## src/cscan_pkg.sv

```systemverilog
`timescale 1ns / 1ps
`default_nettype none

package cscan_pkg;

   localparam int MAX_REQUESTS = 32;
   localparam int ADDR_W = $clog2(MAX_REQUESTS);
   localparam int CNT_W = $clog2(MAX_REQUESTS + 1);
   localparam int CYL_W = 10;
   localparam int MOVE_W = 16;
   localparam logic [CYL_W-1:0] MAX_CYL_RESET = CYL_W'(199);

   localparam logic MODE_LOAD = 1'b0;
   localparam logic MODE_RUN = 1'b1;
   localparam logic DIR_UP = 1'b1;

   typedef struct packed {
      logic              we;
      logic [ADDR_W-1:0] waddr;
      logic [CYL_W-1:0]  wdata;
      logic [ADDR_W-1:0] raddr;
   } mem_cmd_type;

   typedef struct packed {
      logic             gt;
      logic [CYL_W-1:0] diff;
   } alu_res_type;

endpackage

`default_nettype wire

```

## src/cscan_store.sv

```systemverilog
`timescale 1ns / 1ps
`default_nettype none

// Sorted request store: one write port, one registered read port.
module cscan_store (
   input  wire logic                      clock,
   input  wire cscan_pkg::mem_cmd_type    cmd,
   output logic [cscan_pkg::CYL_W-1:0]    rdata
);

   logic [cscan_pkg::CYL_W-1:0] mem [cscan_pkg::MAX_REQUESTS];
   logic [cscan_pkg::CYL_W-1:0] rdata_ff;

   always_ff @(posedge clock) begin
      if (cmd.we) begin
         mem[cmd.waddr] <= cmd.wdata;
      end
      rdata_ff <= mem[cmd.raddr];
   end

   assign rdata = rdata_ff;

endmodule

`default_nettype wire

```

## src/cscan_alu.sv

```systemverilog
`timescale 1ns / 1ps
`default_nettype none

// Shared compare / absolute-difference unit.
module cscan_alu (
   input  wire logic [cscan_pkg::CYL_W-1:0] a,
   input  wire logic [cscan_pkg::CYL_W-1:0] b,
   output cscan_pkg::alu_res_type           res
);

   always_comb begin
      res.gt = (a > b);
      res.diff = (a > b) ? (a - b) : (b - a);
   end

endmodule

`default_nettype wire

```

## src/c_scan_disk_scheduler_core.sv

```systemverilog
`timescale 1ns / 1ps
`default_nettype none

// Load request: each larger entry is read, compared and shifted up one slot by the sorted
// insert until the new entry is written. Run with an empty store: one empty result is given.
// Run request: scan for the split point, a read and a compare per entry examined, one setup
// step, then fetch, move and output per result; output waits while rsp_stall holds a result.
// One request is worked at a time; req_stall is high until the sequencer returns to idle.
// Sync active-high reset: count 0, max cylinder 199, no result pending; store not cleared.
module c_scan_disk_scheduler_core (
   input  wire logic                          clock,
   input  wire logic                          reset,
   input  wire logic                          req_valid,
   output logic                               req_stall,
   input  wire logic                          req_mode,
   input  wire logic [cscan_pkg::CYL_W-1:0]   req_request_cylinder,
   input  wire logic [cscan_pkg::CYL_W-1:0]   req_start_position,
   input  wire logic                          req_direction,
   output logic                               rsp_valid,
   input  wire logic                          rsp_stall,
   output logic [cscan_pkg::CYL_W-1:0]        rsp_position,
   output logic                               rsp_is_sweep_end,
   output logic [cscan_pkg::MOVE_W-1:0]       rsp_total_movement,
   output logic                               rsp_last,
   output logic                               rsp_empty_res,
   input  wire logic                          csr_wr_en,
   input  wire logic [cscan_pkg::CYL_W-1:0]   csr_wr_data
);

   typedef enum logic [3:0] {
      ST_IDLE,
      ST_INS_RD,
      ST_INS_CMP,
      ST_SCAN_RD,
      ST_SCAN_CMP,
      ST_SETUP,
      ST_FETCH,
      ST_MOVE,
      ST_OUT,
      ST_EMPTY
   } state_type;

   typedef enum logic [1:0] {
      SEG_FIRST,
      SEG_EDGE_A,
      SEG_EDGE_B,
      SEG_SECOND
   } seg_type;

   state_type state_ff, state_in;
   seg_type   seg_ff, seg_in;

   logic [cscan_pkg::CNT_W-1:0]  count_ff, count_in;
   logic [cscan_pkg::CNT_W-1:0]  n_ff, n_in;
   logic [cscan_pkg::CNT_W-1:0]  split_ff, split_in;
   logic [cscan_pkg::CNT_W-1:0]  idx_ff, idx_in;
   logic [cscan_pkg::CYL_W-1:0]  key_ff, key_in;      // inserted value, then current head
   logic                         dir_ff, dir_in;
   logic [cscan_pkg::CYL_W-1:0]  pos_ff, pos_in;
   logic                         edge_ff, edge_in;
   logic [cscan_pkg::MOVE_W-1:0] total_ff, total_in;
   logic [cscan_pkg::CYL_W-1:0]  max_cyl_ff, max_cyl_in;

   logic                         rsp_valid_ff, rsp_valid_in;
   logic [cscan_pkg::CYL_W-1:0]  rsp_position_ff, rsp_position_in;
   logic                         rsp_sweep_ff, rsp_sweep_in;
   logic [cscan_pkg::MOVE_W-1:0] rsp_total_ff, rsp_total_in;
   logic                         rsp_last_ff, rsp_last_in;
   logic                         rsp_empty_ff, rsp_empty_in;

   cscan_pkg::mem_cmd_type       mem_cmd;
   logic [cscan_pkg::CYL_W-1:0]  mem_rdata;
   logic [cscan_pkg::CYL_W-1:0]  alu_a, alu_b;
   cscan_pkg::alu_res_type       alu_res;

   logic [cscan_pkg::CNT_W-1:0]  seg1_first, seg1_last, seg2_first, seg2_last;
   logic                         seg1_ok, edges_ok;
   logic                         out_free, is_last;
   logic [cscan_pkg::CNT_W-1:0]  idx_step;
   logic [cscan_pkg::CYL_W-1:0]  pos_val;
   logic [cscan_pkg::MOVE_W:0]   move_sum;

   cscan_store u_store (
      .clock (clock),
      .cmd   (mem_cmd),
      .rdata (mem_rdata)
   );

   cscan_alu u_alu (
      .a   (alu_a),
      .b   (alu_b),
      .res (alu_res)
   );

   // Segment bounds; both segments walk in the sweep direction.
   always_comb begin
      if (dir_ff == cscan_pkg::DIR_UP) begin
         seg1_first = split_ff;
         seg1_last  = n_ff - 1'b1;
         seg1_ok    = (split_ff != n_ff);
         seg2_first = '0;
         seg2_last  = split_ff - 1'b1;
         edges_ok   = (split_ff != '0);
         idx_step   = idx_ff + 1'b1;
      end else begin
         seg1_first = split_ff - 1'b1;
         seg1_last  = '0;
         seg1_ok    = (split_ff != '0);
         seg2_first = n_ff - 1'b1;
         seg2_last  = split_ff;
         edges_ok   = (split_ff != n_ff);
         idx_step   = idx_ff - 1'b1;
      end
   end

   assign out_free = !rsp_valid_ff || !rsp_stall;
   assign is_last  = ((seg_ff == SEG_FIRST) && (idx_ff == seg1_last) && !edges_ok)
                     || ((seg_ff == SEG_SECOND) && (idx_ff == seg2_last));
   assign pos_val  = edge_ff ? pos_ff : mem_rdata;
   assign move_sum = {1'b0, total_ff} + (cscan_pkg::MOVE_W + 1)'(alu_res.diff);

   always_comb begin
      state_in        = state_ff;
      seg_in          = seg_ff;
      count_in        = count_ff;
      n_in            = n_ff;
      split_in        = split_ff;
      idx_in          = idx_ff;
      key_in          = key_ff;
      dir_in          = dir_ff;
      pos_in          = pos_ff;
      edge_in         = edge_ff;
      total_in        = total_ff;
      max_cyl_in      = csr_wr_en ? csr_wr_data : max_cyl_ff;
      rsp_valid_in    = rsp_valid_ff && rsp_stall;
      rsp_position_in = rsp_position_ff;
      rsp_sweep_in    = rsp_sweep_ff;
      rsp_total_in    = rsp_total_ff;
      rsp_last_in     = rsp_last_ff;
      rsp_empty_in    = rsp_empty_ff;

      mem_cmd.we    = 1'b0;
      mem_cmd.waddr = idx_ff[cscan_pkg::ADDR_W-1:0];
      mem_cmd.wdata = key_ff;
      mem_cmd.raddr = idx_ff[cscan_pkg::ADDR_W-1:0];
      alu_a         = mem_rdata;
      alu_b         = key_ff;

      case (state_ff)
         ST_IDLE: begin
            if (req_valid) begin
               if (req_mode == cscan_pkg::MODE_LOAD) begin
                  if (count_ff != cscan_pkg::CNT_W'(cscan_pkg::MAX_REQUESTS)) begin
                     key_in   = req_request_cylinder;
                     idx_in   = count_ff;
                     count_in = count_ff + 1'b1;
                     state_in = ST_INS_RD;
                  end
               end else begin
                  n_in     = count_ff;
                  count_in = '0;
                  key_in   = req_start_position;
                  dir_in   = req_direction;
                  idx_in   = '0;
                  split_in = '0;
                  total_in = '0;
                  state_in = (count_ff == '0) ? ST_EMPTY : ST_SCAN_RD;
               end
            end
         end
         ST_INS_RD: begin
            if (idx_ff == '0) begin
               mem_cmd.we = 1'b1;
               state_in   = ST_IDLE;
            end else begin
               mem_cmd.raddr = cscan_pkg::ADDR_W'(idx_ff - 1'b1);
               state_in      = ST_INS_CMP;
            end
         end
         ST_INS_CMP: begin
            mem_cmd.we = 1'b1;
            if (alu_res.gt) begin
               // shift the larger entry up one slot
               mem_cmd.wdata = mem_rdata;
               idx_in        = idx_ff - 1'b1;
               state_in      = ST_INS_RD;
            end else begin
               state_in = ST_IDLE;
            end
         end
         ST_SCAN_RD: begin
            state_in = ST_SCAN_CMP;
         end
         ST_SCAN_CMP: begin
            if (!alu_res.gt) begin
               split_in = split_ff + 1'b1;
            end
            if (alu_res.gt || (idx_ff == n_ff - 1'b1)) begin
               state_in = ST_SETUP;
            end else begin
               idx_in   = idx_ff + 1'b1;
               state_in = ST_SCAN_RD;
            end
         end
         ST_SETUP: begin
            if (seg1_ok) begin
               seg_in = SEG_FIRST;
               idx_in = seg1_first;
            end else begin
               seg_in = SEG_EDGE_A;
            end
            state_in = ST_FETCH;
         end
         ST_FETCH: begin
            case (seg_ff)
               SEG_EDGE_A: begin
                  pos_in  = (dir_ff == cscan_pkg::DIR_UP) ? max_cyl_ff : '0;
                  edge_in = 1'b1;
               end
               SEG_EDGE_B: begin
                  pos_in  = (dir_ff == cscan_pkg::DIR_UP) ? '0 : max_cyl_ff;
                  edge_in = 1'b1;
               end
               default: begin
                  edge_in = 1'b0;
               end
            endcase
            state_in = ST_MOVE;
         end
         ST_MOVE: begin
            alu_a    = key_ff;
            alu_b    = pos_val;
            total_in = move_sum[cscan_pkg::MOVE_W] ? '1 : move_sum[cscan_pkg::MOVE_W-1:0];
            key_in   = pos_val;
            pos_in   = pos_val;
            state_in = ST_OUT;
         end
         ST_OUT: begin
            if (out_free) begin
               rsp_valid_in    = 1'b1;
               rsp_position_in = pos_ff;
               rsp_sweep_in    = edge_ff;
               rsp_total_in    = is_last ? total_ff : '0;
               rsp_last_in     = is_last;
               rsp_empty_in    = 1'b0;
               state_in        = ST_FETCH;
               case (seg_ff)
                  SEG_FIRST: begin
                     if (idx_ff == seg1_last) begin
                        if (edges_ok) begin
                           seg_in = SEG_EDGE_A;
                        end else begin
                           state_in = ST_IDLE;
                        end
                     end else begin
                        idx_in = idx_step;
                     end
                  end
                  SEG_EDGE_A: begin
                     seg_in = SEG_EDGE_B;
                  end
                  SEG_EDGE_B: begin
                     seg_in = SEG_SECOND;
                     idx_in = seg2_first;
                  end
                  default: begin
                     if (idx_ff == seg2_last) begin
                        state_in = ST_IDLE;
                     end else begin
                        idx_in = idx_step;
                     end
                  end
               endcase
            end
         end
         ST_EMPTY: begin
            if (out_free) begin
               rsp_valid_in    = 1'b1;
               rsp_position_in = '0;
               rsp_sweep_in    = 1'b0;
               rsp_total_in    = '0;
               rsp_last_in     = 1'b1;
               rsp_empty_in    = 1'b1;
               state_in        = ST_IDLE;
            end
         end
         default: begin
            state_in = ST_IDLE;
         end
      endcase
   end

   always_ff @(posedge clock) begin
      if (reset) begin
         state_ff     <= ST_IDLE;
         seg_ff       <= SEG_FIRST;
         count_ff     <= '0;
         max_cyl_ff   <= cscan_pkg::MAX_CYL_RESET;
         rsp_valid_ff <= 1'b0;
      end else begin
         state_ff     <= state_in;
         seg_ff       <= seg_in;
         count_ff     <= count_in;
         max_cyl_ff   <= max_cyl_in;
         rsp_valid_ff <= rsp_valid_in;
      end
      n_ff            <= n_in;
      split_ff        <= split_in;
      idx_ff          <= idx_in;
      key_ff          <= key_in;
      dir_ff          <= dir_in;
      pos_ff          <= pos_in;
      edge_ff         <= edge_in;
      total_ff        <= total_in;
      rsp_position_ff <= rsp_position_in;
      rsp_sweep_ff    <= rsp_sweep_in;
      rsp_total_ff    <= rsp_total_in;
      rsp_last_ff     <= rsp_last_in;
      rsp_empty_ff    <= rsp_empty_in;
   end

   assign req_stall          = (state_ff != ST_IDLE);
   assign rsp_valid          = rsp_valid_ff;
   assign rsp_position       = rsp_position_ff;
   assign rsp_is_sweep_end   = rsp_sweep_ff;
   assign rsp_total_movement = rsp_total_ff;
   assign rsp_last           = rsp_last_ff;
   assign rsp_empty_res      = rsp_empty_ff;

   a_count_bound: assert property (@(posedge clock) disable iff (reset)
      count_ff <= cscan_pkg::CNT_W'(cscan_pkg::MAX_REQUESTS))
      else $error("request count above capacity");

   a_run_clears: assert property (@(posedge clock) disable iff (reset)
      req_valid && !req_stall && (req_mode == cscan_pkg::MODE_RUN) |=> count_ff == '0)
      else $error("run did not clear the store");

   a_total_on_last: assert property (@(posedge clock) disable iff (reset)
      rsp_valid && !rsp_last |-> rsp_total_movement == '0)
      else $error("movement shown before last result");

   a_empty_shape: assert property (@(posedge clock) disable iff (reset)
      rsp_valid && rsp_empty_res |-> rsp_last && (rsp_position == '0) && !rsp_is_sweep_end)
      else $error("malformed empty result");

endmodule

`default_nettype wire
```

## config.mk

```make
export PLATFORM = sky130hd
export DESIGN_NAME = c_scan_disk_scheduler_core
export DESIGN_NICKNAME = d
export VERILOG_FILES = /design/src/cscan_pkg.sv /design/src/cscan_store.sv /design/src/cscan_alu.sv /design/src/c_scan_disk_scheduler_core.sv
export SDC_FILE = /design/constraint.sdc
export NUM_CORES = 1
export LEC_CHECK = 0
export BUFFER_PORTS_ARGS = -buffer_cell sky130_fd_sc_hd__buf_2
export CAP_MARGIN = 10
export CORE_ASPECT_RATIO = 1.75
export CORE_MARGIN = 5
export CORE_UTILIZATION = 62
export DETAILED_ROUTE_END_ITERATION = 7
export PLACE_DENSITY = 0.8
export SLEW_MARGIN = 5
export SYNTH_ARGS = -nofsm -noshare
export SYNTH_HDL_FRONTEND = slang
export SYNTH_SLANG_ARGS = --single-unit
export TNS_END_PERCENT = 30
```

## constraint.sdc

```tcl
create_clock -name clock -period 5.85 [get_ports clock]
set_input_delay 1.17 -clock clock [delete_from_list [all_inputs] [get_ports clock]]
set_output_delay 1.17 -clock clock [all_outputs]
set_load 0.01 [all_outputs]
```

==> metrics, run 1 <==
DIE AREA 0.0371 mm²; first-pass detailed-route iteration total 7; WS Path Type flop to flop; Overflow after GRT 0; Placeable Area 0.0329 mm²; CP required 6.22 ns; Yosys cell types 79; Placer Congestion 0.988; post-route ant nets 0; Clock power frac 21.6%; hold violation total from the final report 0; DIE HEIGHT 251 µm; post-synthesis xor/xnor area fraction 2.80%; power share of the combinational group 44.4%; Starting DRT DRC Count 1079; post-synthesis mux area share 4.11%; Vias 14200; headroom to the max-slew limit 28.1%; mean post-synth cell area 11.6 µm²; GRT Total Usage 27.1%; Post-synth EDFFs 405; Die Wd 148 µm; Syn-to-layout area delta 10.0%; largest cells by area after synthesis edfxtp_1, nand2_1, a21oi_1; status complete, no violations; CTS Buffer Depth 3; DRC violations left 0; mapped cell area 0.0206 mm²; top fanout value on the critical path 32; Initial Util 62.6%; Sink Count 438; Lkg Pwr 8.21 nW; Slew Limit Fails 0; internal power 0.00710 W; top post-synthesis cells by count edfxtp_1, nand2_1, a21oi_1, nor2_1, mux2i_1; post-synthesis adder-cell area fraction 3.15%; Synth top area share 59.0%; Final period util 95.2%; Cell Rows 88; initial antenna violation count 0; vias in the first global route 14200; Worst-Skew Late Latency 0.55 ns; hold slack 0.495 ns; Sw Ratio 40.4%; Worst Skew 0.0157 ns; vias per inst 6.30; Clock Pin Slew Worst Setup and Hold Paths 0.06 ns; compound-gate portion of the synthesized area 9.41%; pin count of the biggest net entering global routing 118; Reg power frac 34.0%; worst hold path class flop to flop; Final min period 5.57 ns; Ports 68; main combinational cell family by area after synthesis simple AND/OR/NAND/NOR gates; Syn Nets 1861; Final Core Density 68.8%; Setup crit end kind flop; port buffer count 67; top_reg_cell synth edfxtp_1; H-tree Lvls 2; max frequency 0.180 GHz; Final Routed Wirelength 50.9 mm; simple-gate share of the synthesized area 15.4%; net load switching power 0.00480 W; Final #Nets 1913; Max VDD drop 0.351 mV; register area share after synthesis 62.3%; YS warnings 0; Root Buffer clkbuf_16; power per cell area 525 mW/mm²; setup repair after global routing missed its margin true; Inserted Clock Buffers 39; Power Total 0.0119 W; max-cap violation count 0; largest area contributor in the netlist edfxtp_1; crit path launch type flop; FILL cells 2282; endpoints failing setup 0; DP Wirelength 34.3 mm; Synth Instances 1774; CTS tree yes; worst path arrival time 5.94 ns; drt wl/cell 22.5 µm; # diodes 0; first-pass GRT wire length 78.9 mm; FFs w/ async S/R, synth 0%; Least-Margin Pin Slew 1.07 ns; count leader, synth edfxtp_1; register bit total from synthesis 438; share of cells above drive strength 1 10.9%
## final timing paths
check	startpoint	endpoint	slack [ns]	cells after the start
hold reg to reg	max_cyl_ff[1]	max_cyl_ff[1]	0.49	2
setup reg to reg	state_ff[3]	total_ff[11]	0.28	23
setup / recovery	state_ff[3]	total_ff[11]	0.28	23
hold / removal	max_cyl_ff[1]	max_cyl_ff[1]	0.49	2
## layout make-up
cell class,instances,area (µm²),area share (%)
repair buffers,104,638,2.82
multi-input cells,1192,7230,31.9
well taps,405,507,2.24
clock buffers,51,1050,4.64
clock inverters,20,219,0.966
flip-flops and latches,438,12800,56.6
inverters,51,191,0.845
## per-layer routing
layer  track usage, %  up-vias  part of all wire, %
li1                 -     6558                    -
met1             31.0     6850                   35
met2             49.1      690                   53
met3             3.79      148                  6.7
met4             14.3        0                  5.8
met5                0        -                    0
## flip-flops by register name (all words and copies together) (netlist names), 2 cells and up
register and flops:
u_store.mem 320, rsp_total_movement 16, total_ff 16, key_ff 10
max_cyl_ff 10, pos_ff 10, rsp_position 10, u_store.rdata 10
count_ff 6, idx_ff 6, n_ff 6, split_ff 6
state_ff 4, seg_ff 2
## critical path: stages (launching register included)
cell	delay [ns]
dfxtp_1	0.31
nand2b_1	0.19
nor2_2	0.17
buf_12	0.20
nand2_1	0.10
o21a_1	0.14
ha_1	0.24
fa_1	0.48
nand2b_1	0.19
a21oi_1	0.26
or3_1	0.25
a221oi_1	0.12
a311oi_1	0.37
o221ai_1	0.26
a221oi_1	0.39
xnor2_1	0.11
ha_1	0.33
nand3_1	0.10
o21ai_0	0.18
inv_1	0.05
a31o_2	0.27
nand2b_1	0.26
and4_1	0.25
nor3_1	0.17
## power by group through the flow
stage                     logic, W  registers [W]  clock network [W]
after floorplan            0.00376        0.00397                  0
after global placement     0.00502        0.00409                  0
after detailed placement   0.00514        0.00410                  0
after CTS                  0.00518        0.00403            0.00260
after global routing       0.00572        0.00406            0.00273
final                      0.00529        0.00404            0.00257
## cell usage in the layout (no fill, tap or decap), types with 5 or more instances in the layout
cell type | netlist | routed
mux2i_1 | 67 | 66
a21oi_1 | 140 | 139
nor2b_1 | 24 | 24
ha_1 | 47 | 47
nor3_1 | 22 | 22
clkbuf_16 | 0 | 40
edfxtp_1 | 405 | 405
clkinv_2 | 0 | 5
and2_1 | 17 | 17
dfxtp_1 | 33 | 33
buf_4 | 4 | 35
or3_1 | 7 | 7
nand3_1 | 65 | 65
mux2_2 | 11 | 11
nand4_1 | 10 | 10
nor4b_2 | 7 | 7
o21ai_0 | 37 | 36
a21o_1 | 7 | 7
xor2_1 | 17 | 17
a21boi_0 | 10 | 10
buf_2 | 30 | 67
o22ai_1 | 28 | 28
nor3b_1 | 6 | 6
xnor2_1 | 41 | 39
nor4_1 | 24 | 24
inv_1 | 50 | 50
o21a_1 | 11 | 11
o211ai_1 | 5 | 5
nand3b_1 | 5 | 5
a211oi_1 | 7 | 7
nor2_1 | 86 | 84
nand2b_1 | 13 | 13
clkinv_1 | 1 | 7
and3_1 | 23 | 23
nand2_1 | 361 | 361
o31ai_1 | 5 | 5
clkbuf_1 | 50 | 10
a31oi_1 | 20 | 20
## repair_timing
item | CTS | global route
gates resized for setup | 0 | 8
hold buffers | 0 | 0
setup endpoints to repair | 0 | 10
buffers inserted | 0 | 5
## stage by stage
step / cell area, µm² / cells / setup TNS, ns / setup slack [ns]
after floorplan: 20600 / 1774 / 0 / 0.537
after global placement: 21300 / 2185 / 0 / 0.357
after detailed placement: 21300 / 2185 / 0 / 0.127
after CTS: 22600 / 2256 / 0 / 0.111
after global routing: 22700 / 2261 / -0.0732 / -0.0732
final: 22700 / 2261 / 0 / 0.282
## cell families (layout without fill, tap and decap cells)
| family | after synthesis | in the layout |
|---|---|---|
| multiplexers | 81 | 81 |
| flip-flops | 438 | 438 |
| AND/OR/NAND/NOR | 685 | 685 |
| adder cells (fa/ha/maj) | 50 | 50 |
| AO/OA/AOI/OAI | 315 | 315 |
| buffers and inverters | 144 | 226 |
| XOR/XNOR | 61 | 61 |
No activity file was read; power rests on OpenSTA's default activity.
==> inputs of run 2 (changes only) <==
--- a/config.mk
+++ b/config.mk
@@ -10,6 +10,8 @@
 export CORE_ASPECT_RATIO = 1.75
 export CORE_MARGIN = 5
 export CORE_UTILIZATION = 62
+export CTS_BUF_LIST = sky130_fd_sc_hd__clkbuf_16
+export CTS_CLUSTER_DIAMETER = 60
 export DETAILED_ROUTE_END_ITERATION = 7
 export PLACE_DENSITY = 0.8
 export SLEW_MARGIN = 5
==> metrics, run 2 (synthesis results as in run 1) <==
status complete, no violations; DRC violations left 0 (unchanged); headroom to the max-slew limit 28.0% (-0.092 points); max-cap violation count 0 (unchanged); pin count of the biggest net entering global routing 118 (unchanged); share of cells above drive strength 1 10.9% (-0.054 points); Clock Pin Slew Worst Setup and Hold Paths 0.06 ns (about the same); vias per inst 6.29 (-0.16%); internal power 0.00707 W (-0.44%); Sw Ratio 40.5% (+0.11 points); first-pass detailed-route iteration total 6 (-1); FILL cells 2284 (+0.088%); Root Buffer clkbuf_16; Reg power frac 34.0% (about the same); FF-to-FF Start state_ff[3]; Lkg Pwr 8.24 nW (+0.44%); worst hold path class flop to flop; CTS Hold Buffers Added 0 (unchanged); Max VDD drop 0.351 mV (about the same); multi-input logic area 0.00723 mm² (unchanged); Placed Area 0.0213 mm² (unchanged); Starting DRT DRC Count 1222 (+13%); hold violation total from the final report 0 (unchanged); Slew Limit Fails 0 (unchanged); Worst-Skew Late Latency 0.55 ns (about the same); Final #Nets 1913 (unchanged); initial antenna violation count 0 (unchanged); post-route ant nets 0 (unchanged); Final min period 5.57 ns (+0.00201 ns); most common cell after layout, fill and taps aside edfxtp_1; power per cell area 524 mW/mm² (-0.21%); Final Routed Wirelength 51.0 mm (+0.24%); CP required 6.22 ns (about the same); Final period util 95.2% (about the same); vias in the first global route 14200 (-0.042%); commonest cells after routing, fill and taps aside edfxtp_1, nand2_1, a21oi_1, nor2_1, buf_2; Vias 14200 (-0.16%); CTS tree yes; # diodes 0 (unchanged); Sink Count 438 (unchanged); Cell Rows 88 (unchanged); max frequency 0.180 GHz (about the same); Final Core Density 68.8% (about the same); HP Start max_cyl_ff[1]; CP startpoint state_ff[3]; GRT Total Usage 27.2% (about the same); Placeable Area 0.0329 mm² (unchanged); setup repair after global routing missed its margin true; worst path arrival time 5.94 ns (about the same); crit path launch type flop; top fanout value on the critical path 32 (unchanged); Overflow after GRT 0 (unchanged); endpoints failing setup 0 (unchanged); Syn-to-layout area delta 9.97% (about the same); port buffer count 67 (unchanged); Die Wd 148 µm (unchanged); Biggest register u_store.mem; WS Path Type flop to flop; Setup crit end kind flop; Inserted Clock Buffers 39 (unchanged); Worst Skew 0.0163 ns (+0.000614 ns); Least-Margin Pin Slew 1.07 ns (-0.00158 ns); Initial Util 62.6% (unchanged); drt wl/cell 22.6 µm (+0.24%); DP Wirelength 34.3 mm (unchanged); power share of the combinational group 44.5% (about the same); Ports 68 (unchanged); Largest register FFs 320 (unchanged); DIE HEIGHT 251 µm (unchanged); cell area after layout 0.0227 mm² (about the same); H-tree Lvls 2 (unchanged); Placer Congestion 0.988 (unchanged); FF+latch area 0.0128 mm² (unchanged); DIE AREA 0.0371 mm² (unchanged); first-pass GRT wire length 78.9 mm (about the same); Clock power frac 21.4% (-0.2 points); CTS Buffer Depth 3 (unchanged); net load switching power 0.00480 W (about the same)
==> run 2: power by group through the flow <==
stage / logic, W / clock network (W) / registers (W)
after detailed placement: 0.00514 / 0 / 0.00410
after global placement: 0.00502 / 0 / 0.00409
final: 0.00529 / 0.00254 / 0.00404
after floorplan: 0.00376 / 0 / 0.00397
after CTS: 0.00518 / 0.00257 / 0.00403
after global routing: 0.00572 / 0.00270 / 0.00406
==> run 2: per-stage QoR <==
step	setup slack (ns)	instances	setup TNS, ns	power (W)	hold slack, ns
final	0.280	2261	0	0.0119	0.495
after floorplan	0.537	1774	0	0.00773	0.441
after detailed placement	0.127	2185	0	0.00924	0.477
after global routing	-0.0729	2261	-0.0729	0.0125	0.522
after global placement	0.357	2185	0	0.00912	0.469
after CTS	0.111	2256	0	0.0118	0.497
==> run 2: cell type report <==
cell class | count | share of cell area (%)
flip-flops and latches | 438 | 56.6
multi-input cells | 1192 | 31.9
clock buffers | 40 | 4.42
repair buffers | 104 | 2.82
well taps | 405 | 2.24
clock inverters | 31 | 1.15
inverters | 51 | 0.845
==> run 2: metal layers <==
metal / global-route usage, % / share of wire [%] / routed length, µm / up-vias
li1: - / - / - / 6560
met1: 31.1 / 35 / 17700 / 6836
met2: 49.1 / 53 / 26900 / 662
met3: 3.79 / 6.6 / 3390 / 165
met4: 14.3 / 6.0 / 3060 / 0
met5: 0 / 0 / 0 / -
==> run 2: critical path, stage by stage, from the launching register on <==
cell	delay [ns]
dfxtp_1	0.31
nand2b_1	0.19
nor2_2	0.17
buf_12	0.20
mux2i_2	0.28
inv_1	0.07
ha_1	0.25
or3_1	0.43
or3_1	0.47
a21o_1	0.23
a311oi_1	0.40
o221ai_1	0.26
a221oi_1	0.40
xnor2_1	0.11
ha_1	0.33
nand3_1	0.10
o21ai_0	0.18
inv_1	0.05
a31o_2	0.27
nand2b_1	0.26
and4_1	0.25
nor3_1	0.17
==> run 2: repair_timing <==
action	CTS	global route
endpoints found under the hold margin	0	0
buffers inserted	0	5
setup endpoints to repair	0	10
gates resized for setup	0	8
==> run 2: worst paths after layout <==
check / slack, ns / cells after the start / endpoint
setup / recovery: 0.28 / 21 / total_ff[11]
hold / removal: 0.49 / 2 / max_cyl_ff[1]
setup reg to reg: 0.28 / 21 / total_ff[11]
hold reg to reg: 0.49 / 2 / max_cyl_ff[1]
